`src/sv/iraf_pkg.sv`:
```
// Shared types, codes and character constants for the integer radix ASCII formatter.
package iraf_pkg;

  // Default configuration of the top level
  localparam int VALUE_BITS_DEF = 32;
  localparam int PAD_LIMIT_DEF  = 24;

  // Bit positions within format_flags
  localparam int F_SIGN  = 0;
  localparam int F_LEFT  = 1;
  localparam int F_ALT   = 2;
  localparam int F_ZERO  = 3;
  localparam int F_UPPER = 4;
  localparam int F_OCT   = 5;
  localparam int F_HEX   = 6;

  // Radix codes handed to the conversion unit
  localparam logic [1:0] RADIX_DEC = 2'd0;
  localparam logic [1:0] RADIX_OCT = 2'd1;
  localparam logic [1:0] RADIX_HEX = 2'd2;

  // ASCII characters
  localparam logic [7:0] ASCII_SPACE = 8'h20;
  localparam logic [7:0] ASCII_PLUS  = 8'h2B;
  localparam logic [7:0] ASCII_MINUS = 8'h2D;
  localparam logic [7:0] ASCII_ZERO  = 8'h30;
  localparam logic [7:0] ASCII_UC_A  = 8'h41;
  localparam logic [7:0] ASCII_LC_A  = 8'h61;
  localparam logic [7:0] ASCII_UC_X  = 8'h58;
  localparam logic [7:0] ASCII_LC_X  = 8'h78;

  // Per-item field description: alignment, case, sign/prefix text, width
  typedef struct packed {
    logic            left;
    logic            zpad;
    logic            upper;
    logic [1:0]      hlen;
    logic [2:0][7:0] chars;
    logic [7:0]      width;
  } iraf_head_t;

  // One digit value (0..15) to its ASCII character
  function automatic logic [7:0] digit_char(input logic [3:0] d, input logic upper);
    logic [7:0] base;
    base = upper ? ASCII_UC_A : ASCII_LC_A;
    if (d < 4'd10) begin
      digit_char = ASCII_ZERO + {4'b0, d};
    end else begin
      digit_char = base + {4'b0, d} - 8'd10;
    end
  endfunction

endpackage

```
`src/sv/integer_radix_ascii_formatter.sv`:
```
// Top level of the integer radix ASCII formatter: input decode, conversion and emit.
//
// Formats one integer per item as a printf-style field and streams it out one ASCII
// character per output item, with last_char_o on the final one. An item is taken only
// while the block is idle. Decimal items pass through the shift-and-add-3 converter;
// octal and hex load their digits directly. A normalize pass then strips leading
// zeros one digit per cycle, and the emit sequencer sends one character per cycle
// while the output is not stalled, with a hand-over step between field segments. No
// clearing pass follows reset.
module integer_radix_ascii_formatter import iraf_pkg::*; #(
  parameter int VALUE_BITS = VALUE_BITS_DEF,
  parameter int PAD_LIMIT  = PAD_LIMIT_DEF
) (
  input  logic        clk_i,
  input  logic        rst_ni,
  input  logic        in_valid_i,
  output logic        in_ready_o,
  input  logic [31:0] value_i,
  input  logic        signed_type_i,
  input  logic [6:0]  format_flags_i,
  input  logic [7:0]  pad_width_i,
  output logic        out_valid_o,
  input  logic        out_ready_i,
  output logic [7:0]  out_char_o,
  output logic        last_char_o
);

  localparam int NDIG = (VALUE_BITS + 2) / 3;
  localparam int DW   = $clog2(NDIG + 1);

  logic [VALUE_BITS+31:0] vx;
  logic [VALUE_BITS-1:0]  v;
  logic [VALUE_BITS-1:0]  mag;
  logic                   neg;
  logic [1:0]             radix;
  logic                   acc;
  iraf_head_t             head_d, head_q;
  logic [1:0]             n;

  logic                   conv_busy;
  logic                   conv_done;
  logic [4*NDIG-1:0]      conv_digits;
  logic [DW-1:0]          conv_dlen;
  logic                   emit_busy;

  assign in_ready_o = !conv_busy && !emit_busy;
  assign acc        = in_valid_i && in_ready_o;

  // Operand: low VALUE_BITS, magnitude of a negative signed value
  always_comb begin
    vx    = {{VALUE_BITS{1'b0}}, value_i};
    v     = vx[VALUE_BITS-1:0];
    neg   = signed_type_i && v[VALUE_BITS-1];
    mag   = neg ? (~v + 1'b1) : v;
    if (format_flags_i[F_OCT]) begin
      radix = RADIX_OCT;
    end else if (format_flags_i[F_HEX]) begin
      radix = RADIX_HEX;
    end else begin
      radix = RADIX_DEC;
    end
  end

  // Sign and radix prefix text; zero prints with neither
  always_comb begin
    head_d.left  = format_flags_i[F_LEFT];
    head_d.zpad  = format_flags_i[F_ZERO];
    head_d.upper = format_flags_i[F_UPPER];
    head_d.width = pad_width_i;
    head_d.chars = '0;
    n            = 2'd0;
    if (mag != '0) begin
      if (neg) begin
        head_d.chars[0] = ASCII_MINUS;
        n               = 2'd1;
      end else if (format_flags_i[F_SIGN]) begin
        head_d.chars[0] = ASCII_PLUS;
        n               = 2'd1;
      end
      if (format_flags_i[F_ALT] && radix != RADIX_DEC) begin
        head_d.chars[n] = ASCII_ZERO;
        n               = n + 2'd1;
        if (radix == RADIX_HEX) begin
          head_d.chars[n] = format_flags_i[F_UPPER] ? ASCII_UC_X : ASCII_LC_X;
          n               = n + 2'd1;
        end
      end
    end
    head_d.hlen = n;
  end

  always_ff @(posedge clk_i) begin
    if (acc) begin
      head_q <= head_d;
    end
  end

  iraf_conv #(
    .VALUE_BITS (VALUE_BITS)
  ) u_conv (
    .clk_i    (clk_i),
    .rst_ni   (rst_ni),
    .start_i  (acc),
    .mag_i    (mag),
    .radix_i  (radix),
    .busy_o   (conv_busy),
    .done_o   (conv_done),
    .digits_o (conv_digits),
    .dlen_o   (conv_dlen)
  );

  iraf_emit #(
    .VALUE_BITS (VALUE_BITS),
    .PAD_LIMIT  (PAD_LIMIT)
  ) u_emit (
    .clk_i       (clk_i),
    .rst_ni      (rst_ni),
    .start_i     (conv_done),
    .head_i      (head_q),
    .digits_i    (conv_digits),
    .dlen_i      (conv_dlen),
    .busy_o      (emit_busy),
    .out_valid_o (out_valid_o),
    .out_ready_i (out_ready_i),
    .out_char_o  (out_char_o),
    .last_char_o (last_char_o)
  );

  // Conversion hands over only to an idle sequencer
  a_done_idle: assert property (@(posedge clk_i) disable iff (!rst_ni)
    conv_done |-> !emit_busy)
    else $error("conversion finished while emit sequencer busy");

  // An accepted item holds off the next one
  a_busy_after_acc: assert property (@(posedge clk_i) disable iff (!rst_ni)
    acc |=> !in_ready_o)
    else $error("ready right after accepting an item");

  // Digit count handed over is at least one and within the digit store
  a_dlen_range: assert property (@(posedge clk_i) disable iff (!rst_ni)
    conv_done |-> (conv_dlen != '0) && (conv_dlen <= DW'(NDIG)))
    else $error("digit count out of range");

endmodule

```
`src/sv/iraf_conv.sv`:
```
// Digit conversion unit: shift-and-add-3 for decimal, direct split for octal/hex,
// then a leading-zero normalize pass one digit per cycle.
module iraf_conv import iraf_pkg::*; #(
  parameter int VALUE_BITS = VALUE_BITS_DEF
) (
  input  logic                              clk_i,
  input  logic                              rst_ni,
  input  logic                              start_i,
  input  logic [VALUE_BITS-1:0]             mag_i,
  input  logic [1:0]                        radix_i,
  output logic                              busy_o,
  output logic                              done_o,
  output logic [4*((VALUE_BITS+2)/3)-1:0]   digits_o,
  output logic [$clog2((VALUE_BITS+2)/3+1)-1:0] dlen_o
);

  localparam int NDIG = (VALUE_BITS + 2) / 3;
  localparam int DW   = $clog2(NDIG + 1);
  localparam int BW   = $clog2(VALUE_BITS + 1);
  localparam int XW   = VALUE_BITS + 4 * NDIG;

  localparam logic [1:0] C_IDLE = 2'd0;
  localparam logic [1:0] C_DAB  = 2'd1;
  localparam logic [1:0] C_NORM = 2'd2;

  logic [1:0]            state_q, state_d;
  logic [4*NDIG-1:0]     bcd_q, bcd_d;
  logic [VALUE_BITS-1:0] sh_q, sh_d;
  logic [BW-1:0]         bit_q, bit_d;
  logic [DW-1:0]         dlen_q, dlen_d;

  logic [XW-1:0]         ext;
  logic [4*NDIG-1:0]     oct_ld;
  logic [4*NDIG-1:0]     hex_ld;
  logic [4*NDIG-1:0]     adj;
  logic                  done;

  // Direct digit split for power-of-two radixes
  always_comb begin
    ext    = {{(4*NDIG){1'b0}}, mag_i};
    hex_ld = ext[4*NDIG-1:0];
    for (int i = 0; i < NDIG; i++) begin
      oct_ld[4*i +: 4] = {1'b0, ext[3*i +: 3]};
    end
  end

  // Add-3 correction on every BCD digit that is five or more
  always_comb begin
    for (int i = 0; i < NDIG; i++) begin
      if (bcd_q[4*i +: 4] >= 4'd5) begin
        adj[4*i +: 4] = bcd_q[4*i +: 4] + 4'd3;
      end else begin
        adj[4*i +: 4] = bcd_q[4*i +: 4];
      end
    end
  end

  // Sequencer
  always_comb begin
    state_d = state_q;
    bcd_d   = bcd_q;
    sh_d    = sh_q;
    bit_d   = bit_q;
    dlen_d  = dlen_q;
    done    = 1'b0;
    case (state_q)
      C_IDLE: begin
        if (start_i) begin
          dlen_d = DW'(NDIG);
          if (radix_i == RADIX_DEC) begin
            bcd_d   = '0;
            sh_d    = mag_i;
            bit_d   = BW'(VALUE_BITS);
            state_d = C_DAB;
          end else begin
            bcd_d   = (radix_i == RADIX_OCT) ? oct_ld : hex_ld;
            state_d = C_NORM;
          end
        end
      end
      C_DAB: begin
        bcd_d = {adj[4*NDIG-2:0], sh_q[VALUE_BITS-1]};
        sh_d  = sh_q << 1;
        bit_d = bit_q - 1'b1;
        if (bit_q == BW'(1)) begin
          state_d = C_NORM;
        end
      end
      C_NORM: begin
        // strip leading zeros, keeping at least one digit
        if (bcd_q[4*NDIG-1 -: 4] == 4'd0 && dlen_q > DW'(1)) begin
          bcd_d  = bcd_q << 4;
          dlen_d = dlen_q - 1'b1;
        end else begin
          done    = 1'b1;
          state_d = C_IDLE;
        end
      end
      default: begin
        state_d = C_IDLE;
      end
    endcase
  end

  always_ff @(posedge clk_i or negedge rst_ni) begin
    if (!rst_ni) begin
      state_q <= C_IDLE;
    end else begin
      state_q <= state_d;
    end
  end

  always_ff @(posedge clk_i) begin
    bcd_q  <= bcd_d;
    sh_q   <= sh_d;
    bit_q  <= bit_d;
    dlen_q <= dlen_d;
  end

  assign busy_o   = (state_q != C_IDLE);
  assign done_o   = done;
  assign digits_o = bcd_q;
  assign dlen_o   = dlen_q;

endmodule

```
`src/sv/iraf_emit.sv`:
```
// Character sequencer: padding, sign/prefix and digits into a registered output stage.
module iraf_emit import iraf_pkg::*; #(
  parameter int VALUE_BITS = VALUE_BITS_DEF,
  parameter int PAD_LIMIT  = PAD_LIMIT_DEF
) (
  input  logic                                  clk_i,
  input  logic                                  rst_ni,
  input  logic                                  start_i,
  input  iraf_head_t                            head_i,
  input  logic [4*((VALUE_BITS+2)/3)-1:0]       digits_i,
  input  logic [$clog2((VALUE_BITS+2)/3+1)-1:0] dlen_i,
  output logic                                  busy_o,
  output logic                                  out_valid_o,
  input  logic                                  out_ready_i,
  output logic [7:0]                            out_char_o,
  output logic                                  last_char_o
);

  localparam int NDIG = (VALUE_BITS + 2) / 3;
  localparam int DW   = $clog2(NDIG + 1);
  localparam int PW   = $clog2(PAD_LIMIT + 1);
  localparam int RW   = $clog2(3 + NDIG + PAD_LIMIT + 1);

  localparam logic [2:0] S_IDLE = 3'd0;
  localparam logic [2:0] S_PRE  = 3'd1;
  localparam logic [2:0] S_HEAD = 3'd2;
  localparam logic [2:0] S_ZERO = 3'd3;
  localparam logic [2:0] S_DIG  = 3'd4;
  localparam logic [2:0] S_POST = 3'd5;

  logic [2:0]        seg_q, seg_d;
  iraf_head_t        head_q, head_d;
  logic [4*NDIG-1:0] dsr_q, dsr_d;
  logic [DW-1:0]     dc_q, dc_d;
  logic [1:0]        hc_q, hc_d;
  logic [PW-1:0]     pc_q, pc_d;
  logic [RW-1:0]     rem_q, rem_d;
  logic              ov_q, ov_d;
  logic [7:0]        oc_q, oc_d;
  logic              ol_q, ol_d;

  logic [7:0]        total;
  logic [7:0]        diff;
  logic [PW-1:0]     pad;
  logic              take;
  logic              emit;
  logic [7:0]        ch;

  // Pad amount: width minus text length, floored at zero, capped
  always_comb begin
    total = 8'(head_i.hlen) + 8'(dlen_i);
    diff  = (head_i.width > total) ? (head_i.width - total) : 8'd0;
    pad   = (diff > 8'(PAD_LIMIT)) ? PW'(PAD_LIMIT) : diff[PW-1:0];
  end

  always_comb begin
    seg_d  = seg_q;
    head_d = head_q;
    dsr_d  = dsr_q;
    dc_d   = dc_q;
    hc_d   = hc_q;
    pc_d   = pc_q;
    rem_d  = rem_q;
    ov_d   = ov_q;
    oc_d   = oc_q;
    ol_d   = ol_q;
    emit   = 1'b0;
    ch     = ASCII_SPACE;
    take   = !ov_q || out_ready_i;

    if (start_i) begin
      head_d = head_i;
      dsr_d  = digits_i;
      dc_d   = dlen_i;
      hc_d   = 2'd0;
      pc_d   = pad;
      rem_d  = RW'(total) + RW'(pad);
      seg_d  = (!head_i.left && !head_i.zpad) ? S_PRE : S_HEAD;
    end else if (take) begin
      case (seg_q)
        S_IDLE: begin
        end
        S_PRE: begin
          if (pc_q != '0) begin
            emit = 1'b1;
            ch   = ASCII_SPACE;
            pc_d = pc_q - 1'b1;
          end else begin
            seg_d = S_HEAD;
          end
        end
        S_HEAD: begin
          if (hc_q != head_q.hlen) begin
            emit = 1'b1;
            ch   = head_q.chars[hc_q];
            hc_d = hc_q + 2'd1;
          end else begin
            seg_d = (head_q.zpad && !head_q.left) ? S_ZERO : S_DIG;
          end
        end
        S_ZERO: begin
          if (pc_q != '0) begin
            emit = 1'b1;
            ch   = ASCII_ZERO;
            pc_d = pc_q - 1'b1;
          end else begin
            seg_d = S_DIG;
          end
        end
        S_DIG: begin
          if (dc_q != '0) begin
            emit  = 1'b1;
            ch    = digit_char(dsr_q[4*NDIG-1 -: 4], head_q.upper);
            dsr_d = dsr_q << 4;
            dc_d  = dc_q - 1'b1;
          end else begin
            seg_d = S_POST;
          end
        end
        S_POST: begin
          if (pc_q != '0) begin
            emit = 1'b1;
            ch   = ASCII_SPACE;
            pc_d = pc_q - 1'b1;
          end else begin
            seg_d = S_IDLE;
          end
        end
        default: begin
          seg_d = S_IDLE;
        end
      endcase
    end

    // Output register: load on emit, drop once taken
    if (emit) begin
      oc_d  = ch;
      ol_d  = (rem_q == RW'(1));
      ov_d  = 1'b1;
      rem_d = rem_q - 1'b1;
      if (rem_q == RW'(1)) begin
        seg_d = S_IDLE;
      end
    end else if (out_ready_i) begin
      ov_d = 1'b0;
    end
  end

  always_ff @(posedge clk_i or negedge rst_ni) begin
    if (!rst_ni) begin
      seg_q <= S_IDLE;
      ov_q  <= 1'b0;
    end else begin
      seg_q <= seg_d;
      ov_q  <= ov_d;
    end
  end

  always_ff @(posedge clk_i) begin
    head_q <= head_d;
    dsr_q  <= dsr_d;
    dc_q   <= dc_d;
    hc_q   <= hc_d;
    pc_q   <= pc_d;
    rem_q  <= rem_d;
    oc_q   <= oc_d;
    ol_q   <= ol_d;
  end

  assign busy_o      = (seg_q != S_IDLE);
  assign out_valid_o = ov_q;
  assign out_char_o  = oc_q;
  assign last_char_o = ol_q;

endmodule

```
`config.mk`:
```
export PLATFORM = sky130hd
export DESIGN_NAME = integer_radix_ascii_formatter
export DESIGN_NICKNAME = d
export VERILOG_FILES = /design/src/sv/iraf_pkg.sv /design/src/sv/integer_radix_ascii_formatter.sv /design/src/sv/iraf_conv.sv /design/src/sv/iraf_emit.sv
export SDC_FILE = /design/constraint.sdc
export NUM_CORES = 1
export LEC_CHECK = 0
export BUFFER_PORTS_ARGS = -buffer_cell sky130_fd_sc_hd__clkbuf_2
export CORE_UTILIZATION = 62
export DETAILED_ROUTE_END_ITERATION = 8
export PLACE_DENSITY = 0.89
export SLEW_MARGIN = 40
export SYNTH_ARGS = -nofsm -noshare
export SYNTH_HDL_FRONTEND = slang
export SYNTH_SLANG_ARGS = --single-unit
```
`constraint.sdc`:
```
create_clock -name clk_i -period 6.3 [get_ports clk_i]
set_clock_uncertainty 0.15 [all_clocks]
set_input_delay 0.945 -clock clk_i [delete_from_list [all_inputs] [get_ports clk_i]]
set_output_delay 0.945 -clock clk_i [all_outputs]
set_load 0.05 [all_outputs]
```
==> Word-level counts from Yosys, hierarchy flattened <==
Cells that the tools add are included.
{ "totals": {"ff_bits": 228, "in_bits": 52, "output_inout_bits": 11, "wordCells": 238} }
{ "op_classes": {"n_addsub": 26, "order_cmp": 20, "n_eq_ne": 17, "muxes": 95, "bitwise_logic": 5, "n_reduce_logical": 46} }
{ "ops": {"columns": ["op", "count"], "rows": [
  ["two-way mux 44 bit", 7],
  ["one-hot mux 44 bit (3 select lines)", 1],
  ["two-way mux 32 bit", 3],
  ["two-way mux 8 bit", 9],
  ["two-way mux 4 bit", 16],
  ["one-hot mux 32 bit (2 select lines)", 1],
  ["two-way mux 6 bit", 8],
  ["greater-or-equal comparator 4 x 3 -> 1 bit, second input constant", 11],
  ["two-way mux 42 bit", 1],
  ["adder 4 x 2 -> 4 bit, second input constant", 10],
  ["two-way mux 3 bit", 11],
  ["adder 32 x 1 -> 32 bit, second input constant", 1],
  ["demux 8 bit (select 2 bit)", 2],
  ["NOT 32 bit", 1],
  ["nonzero test 32 bit", 1],
  ["two-way mux 5 bit", 6],
  ["bitwise mux 24 bit", 1],
  ["two-way mux 24 bit", 1],
  ["one-hot mux 8 bit (3 select lines)", 1],
  ["nonzero test 2 bit", 11],
  ["AND reduction 3 bit", 7],
  ["two-way mux 2 bit", 10],
  ["bitwise AND 6 x 18 -> 18 bit", 1],
  ["NOT 18 bit", 1],
  ["47 further kinds", 87]
]} }

==> Longest topological paths before layout <==
{ "depth": {"ltp_word": 14, "mapped_depth": 20, "depth_no_buf": 20} }

==> Modules after synthesis <==
Synthesis repeated with hierarchy kept, for this count alone.
{ "hier_totals": {"cells_unflattened": 1074, "area_unflattened_um2": 12393.1} }
{ "by_module_without_submodules": {"columns": ["mod", "instances", "cells_per_inst", "area_each_um2", "seq_area_each_um2"], "rows": [
  ["iraf_emit", 1, 416, 5302.6, 3052.9],
  ["iraf_conv", 1, 422, 5086.1, 2632.5],
  ["integer_radix_ascii_formatter", 1, 236, 2004.4, 660.6]
]} }

==> Least setup slack after synthesis <==
Ideal clock, no wire load.
{ "synth_timing": {"path_type": "reg-to-reg", "start": "register u_conv.state_q[0]", "end": "register u_conv.bit_q[0] (enable)", "setup_time_ns": 0.494, "arrival_ns": 5.732, "required_ns": 5.656, "slack_ns": -0.076, "stages_incl_launch_ff": 6, "path_buffers": 0, "period_less_slack_ns": 6.376, "cell_sequence": "dfrtp_1 inv_1 ha_1 nor4b_1 nand2_1 o32ai_1"} }
{ "synth_via": {"elab_chain_cells": 6, "word_cells_on_any_way": 10, "classes_between": "3 x eq/ne; 7 x reduce/logical"} }
{ "synth_lines": {"columns": ["item", "line_no", "source"], "rows": [
  ["start: declaration", "iraf_conv.sv:26", "logic [1:0] state_q, state_d;"],
  ["start signal: assignment", "iraf_conv.sv:109", "state_q <= state_d;"],
  ["nonzero test 2 bit", "iraf_conv.sv:120", "assign busy_o = (state_q != C_IDLE);"],
  ["logical NOT 1 bit", "integer_radix_ascii_formatter.sv:46", "assign in_ready_o = !conv_busy && !emit_busy;"],
  ["logical AND 1 bit", "integer_radix_ascii_formatter.sv:46", null],
  ["net in_ready_o", "integer_radix_ascii_formatter.sv:17", "output logic in_ready_o,"],
  ["logical AND 1 bit", "integer_radix_ascii_formatter.sv:47", "assign acc = in_valid_i && in_ready_o;"],
  ["!= test 2 bit (no source line)", null, null],
  ["AND reduction 3 bit (no source line)", null, null],
  ["end signal: assignment", "iraf_conv.sv:116", "bit_q <= bit_d;"],
  ["end: declaration", "iraf_conv.sv:29", "logic [BW-1:0] bit_q, bit_d;"]
]} }
The timed path passes the listed nets, and every way through them passes these cells.
A chain may end at the register's enable or synchronous reset.

==> Worst setup path in the final report <==
{ "layout_timing": {"start": "register u_conv.dlen_q[0], in the netlist u_conv.dlen_o[0]", "end": "register u_emit.rem_q[5], data pin"} }
{ "layout_via": {"elab_chain_cells": 8, "word_cells_on_any_way": 14, "classes_between": "3 x add/sub; 3 x order compare; 7 x mux; 1 x reduce/logical"} }
{ "layout_lines": {"columns": ["item", "line_no", "source"], "rows": [
  ["start: declaration", "iraf_conv.sv:30", "logic [DW-1:0] dlen_q, dlen_d;"],
  ["start signal: assignment", "iraf_conv.sv:117", "dlen_q <= dlen_d;"],
  ["adder 2 x 4 -> 5 bit", "iraf_emit.sv:51", "total = 8'(head_i.hlen) + 8'(dlen_i);"],
  ["subtractor 8 bit or > comparator 8 bit (tied branches)", "iraf_emit.sv:52", "diff = (head_i.width > total) ? (head_i.width - total) : 8'd0;"],
  ["two-way mux 8 bit", "iraf_emit.sv:52", null],
  ["> comparator 8 x 5 -> 1 bit", "iraf_emit.sv:53", "pad = (diff > 8'(PAD_LIMIT)) ? PW'(PAD_LIMIT) : diff[PW-1:0];"],
  ["two-way mux 5 bit", "iraf_emit.sv:53", null],
  ["adder 6 x 5 -> 6 bit", "iraf_emit.sv:77", "rem_d = RW'(total) + RW'(pad);"],
  ["two-way mux 6 bit", "iraf_emit.sv:71", "if (start_i) begin"],
  ["two-way mux 6 bit *", "iraf_emit.sv:136", "if (emit) begin"],
  ["net u_emit.rem_d[5]", "iraf_emit.sv:37", "logic [RW-1:0] rem_q, rem_d;"],
  ["end signal: assignment", "iraf_emit.sv:165", "rem_q <= rem_d;"],
  ["end: declaration", "iraf_emit.sv:37", null]
]} }
Mark *: on every way through the listed nets, which the timed path passes. The rest lies on a longest branch. The select of a mux whose other input is x is not followed.

==> results by group <==
Outcome
  • Run status: finished, violations left
  • Failing checks: design-rule violations

Die
  • Core Area: 0.0181 mm^2
  • Die height: about 140 um
  • Die X: 138 um
  • FP Rows: 49
  • I/O Pins: 63
  • Die ar.: 0.0191 mm^2
  • Starting Density: 63.6%

STA
  • F_max: between 200 and 250 MHz
  • Least-Margin Pin Slew: around 900 ps
  • Hold Fails Final Rpt: 0
  • Setup TNS: 0 ps
  • Setup ws final: roughly 1500 ps
  • RSZ-0062 raised after global routing: false
  • Rel. slew slack: 38.9%
  • Setup-failing EPs final: 0
  • Fin crit share: between 70% and 80%
  • Post-layout min period: 4830 ps
  • Slew Limit Fails: 0

Pwr
  • Clock share of power: 17.1%
  • Sequential share of power: 40.2%
  • Total power: about 6.8 mW
  • P_int: ~4 mW
  • Switching share of power: roughly two fifths
  • Power per cell area: 537 mW/mm^2
  • P_leak: 4.78 nW
  • Net Sw Power: 2.76 mW
  • Comb pwr share: about 43%
  • Worst IR Drop VDD: 259 uV

Routing
  • Post-DRT Antenna Nets: 0
  • Post-DR vias/cell: between 6 and 7
  • Vias: 8981
  • DR pass1 iterations: 8
  • Wire per inst: between 15 and 20 um
  • Total wire length: between 20 and 30 mm
  • Initial DRC Count: between 1000 and 1500
  • DRC: 4

Synth
  • Warnings from Yosys: 0
  • Post-Syn Area: ~0.012 mm^2
  • Post-synth EDFFs: about 190
  • Syn_nets: between 1000 and 1500
  • Avg Cell Area, Syn: 10.3 um^2
  • Synth unique cells: 73
  • Register area share after synthesis: 51.0%
  • Gate count of the mapped netlist: 1119
  • Synth Register Bits: approximately 200
  • Primary FF master, synth: edfxtp_1
  • Asr flop ratio synth: 3.05%

Worst setup path
  • Critical path class: flip-flop to flip-flop
  • Worst setup SP type: flip-flop
  • Critical Path Fanout Max: 10
  • Crit. End Element: flip-flop
  • Crit path DAT: approximately 4900 ps
  • CP required: about 6300 ps

CTS
  • Num CTS Buffers: 17
  • CTS resizes: 0
  • # H-tree levels: 4
  • Hold buffers post-CTS: 0
  • Setup Buffers After CTS: 0
  • Clock Sinks: between 150 and 200
  • CTS root buf: clkbuf_16
  • Clock transition at path regs: around 70 ps
  • CTS max path bufs: 2
  • CTS tree: done
  • Clock Latency Late Sink: 440 ps

Global route
  • First-pass GRT wire length: around 43 mm
  • Initial antenna violation count: 0
  • Largest net degree at the start of global routing: 64
  • Vias in the first global route: between 8000 and 9000
  • GRT Residual Overflow: 0
  • Global-route total usage across every layer: about 28%

Placement
  • Gp weighted congestion: about 0.94
  • Dpl hpwl: approximately 18 mm
  • Worst slack, placed: ~1400 ps
  • Buffers on Ports: slightly above 60

Worst hold path
  • Worst hold path class: input port to async pin

Cells and area
  • Most common cell after layout, fill and taps aside: edfxtp_1
  • Layout cells sized above 1: between 10% and 20%
  • Area delta synth->final: 9.95%
  • Nets@finish: between 1000 and 1500
  • Most frequent cells in the layout: edfxtp_1 (189), nand2_1 (175), o21ai_0 (87)
  • Fill cells: 1244
  • Finished Core Util: between 60% and 70%
  • Diodes inserted: 0

Job
  • Max_cap viols: 0
layer usage:
layer	vias to the layer above	part of all wire (%)	GRT usage (%)
li1	4148	-	-
met1	4312	40	36.6
met2	454	50	48.3
met3	67	7.6	4.88
met4	0	2.4	11.4
met5	-	0	0
synthesized netlist by cell type (all sizes together) (5+ instances only):
cell type    n  area share (%)
a22oi       15            0.98
nand2b      21             1.1
and2        11            0.60
nor3b       18             1.3
a221o       11            0.96
or3          6            0.33
nor4b        5            0.38
xor2        34             2.6
nand2      177             5.8
inv         54             1.8
clkbuf      43             1.4
nor2b       10            0.54
edfxtp     189              49
nor4         9            0.78
a21oi       65             2.8
o31ai        6            0.39
a31oi        9            0.49
mux2        28             2.7
nor2        81             2.6
o21ai       89             3.9
buf          8            0.39
a221oi       6            0.46
nand4        5            0.33
a222oi       9            0.78
xnor2       39             3.0
dfrtp        6             1.3
ha          49             5.3
nand3       12            0.57
nor3        35             1.6
and3         5            0.27
worst max-delay path, cell delays in order (launching register included):
cell and delay [ps]:
edfxtp_1 490, ha_1 250, fa_1 570, inv_1 100, ha_1 310, nor2b_1 150, o21a_1 190, o21a_1 180
o21ai_0 150, nand2b_1 80, xor2_1 140, nand3_1 290, nor3b_1 480, ha_1 330, a21o_1 170, a21oi_1 220
o21bai_1 90, a21oi_1 140, mux2i_1 80
power groups by stage:
stage	Sequential, mW	Clock (mW)	Combinational (mW)
3_3_place_gp	2.70	0	2.69
5_1_grt	2.79	1.21	3.18
4_1_cts	2.72	1.17	2.86
2_1_floorplan	2.72	0	2.07
6_report	2.73	1.16	2.90
3_5_place_dp	2.73	0	2.81
path summary, 6_finish.rpt:
kind	slack (ps)	depth (start not counted)	end	start
min in group clk_i	270	0	u_emit.head_q[29]	head_q[29]
max	1470	18	u_emit.rem_q[5]	u_conv.dlen_o[0]
max reg2reg	1470	18	u_emit.rem_q[5]	u_conv.dlen_o[0]
min reg2reg	270	0	u_emit.head_q[29]	head_q[29]
max in group asynchronous	5610	1	u_emit.seg_q[0]	rst_ni
min	200	1	u_conv.state_q[0]	rst_ni
logic make-up (layout without fill, tap and decap cells):
group | count (synthesis) | in the layout | synth area share [%]
AOI/OAI and AO/OA | 253 | 253 | 14.0
xor gates and xnor gates | 73 | 73 | 5.56
adders and majority gates | 52 | 52 | 5.85
buffers and inverters | 105 | 156 | 3.56
DFF | 197 | 197 | 51.0
muxes | 31 | 31 | 3.00
other | 1 | 1 | 0.0326
and+or+nand+nor | 407 | 407 | 17.0
final cells by class:
class                   count  area [um^2]  share of cell area [%]
flip-flops and latches    197         5870                    46.4
multi-input cells         817         5300                    41.9
clock buffers              22          454                    3.59
repair buffers             70          373                    2.95
well taps                 229          287                    2.26
inverters                  54          205                    1.62
clock inverters            10          173                    1.36
flip-flops by register name, summed over array words and instances (netlist names):
name	count
u_emit.dsr_q	44
u_emit.head_q	14
u_conv.digits_o	44
u_emit.seg_q	3
u_emit.dc_q	4
u_conv.sh_q	32
u_emit.hc_q	2
u_conv.state_q	2
u_conv.dlen_o	4
u_emit.last_char_o	1
head_q	22
u_emit.out_char_o	7
u_emit.rem_q	6
u_emit.out_valid_o	1
u_conv.bit_q	6
u_emit.pc_q	5
through the flow:
stage | cells | hold WS [ps] | cell area [um^2]
after floorplan | 1119 | 250 | 11500
after CTS | 1399 | 192 | 12600
after global placement | 1367 | 254 | 12000
final | 1399 | 199 | 12700
after detailed placement | 1367 | 255 | 12000
after global routing | 1399 | 195 | 12700
Power figures use the tool's default switching activity.
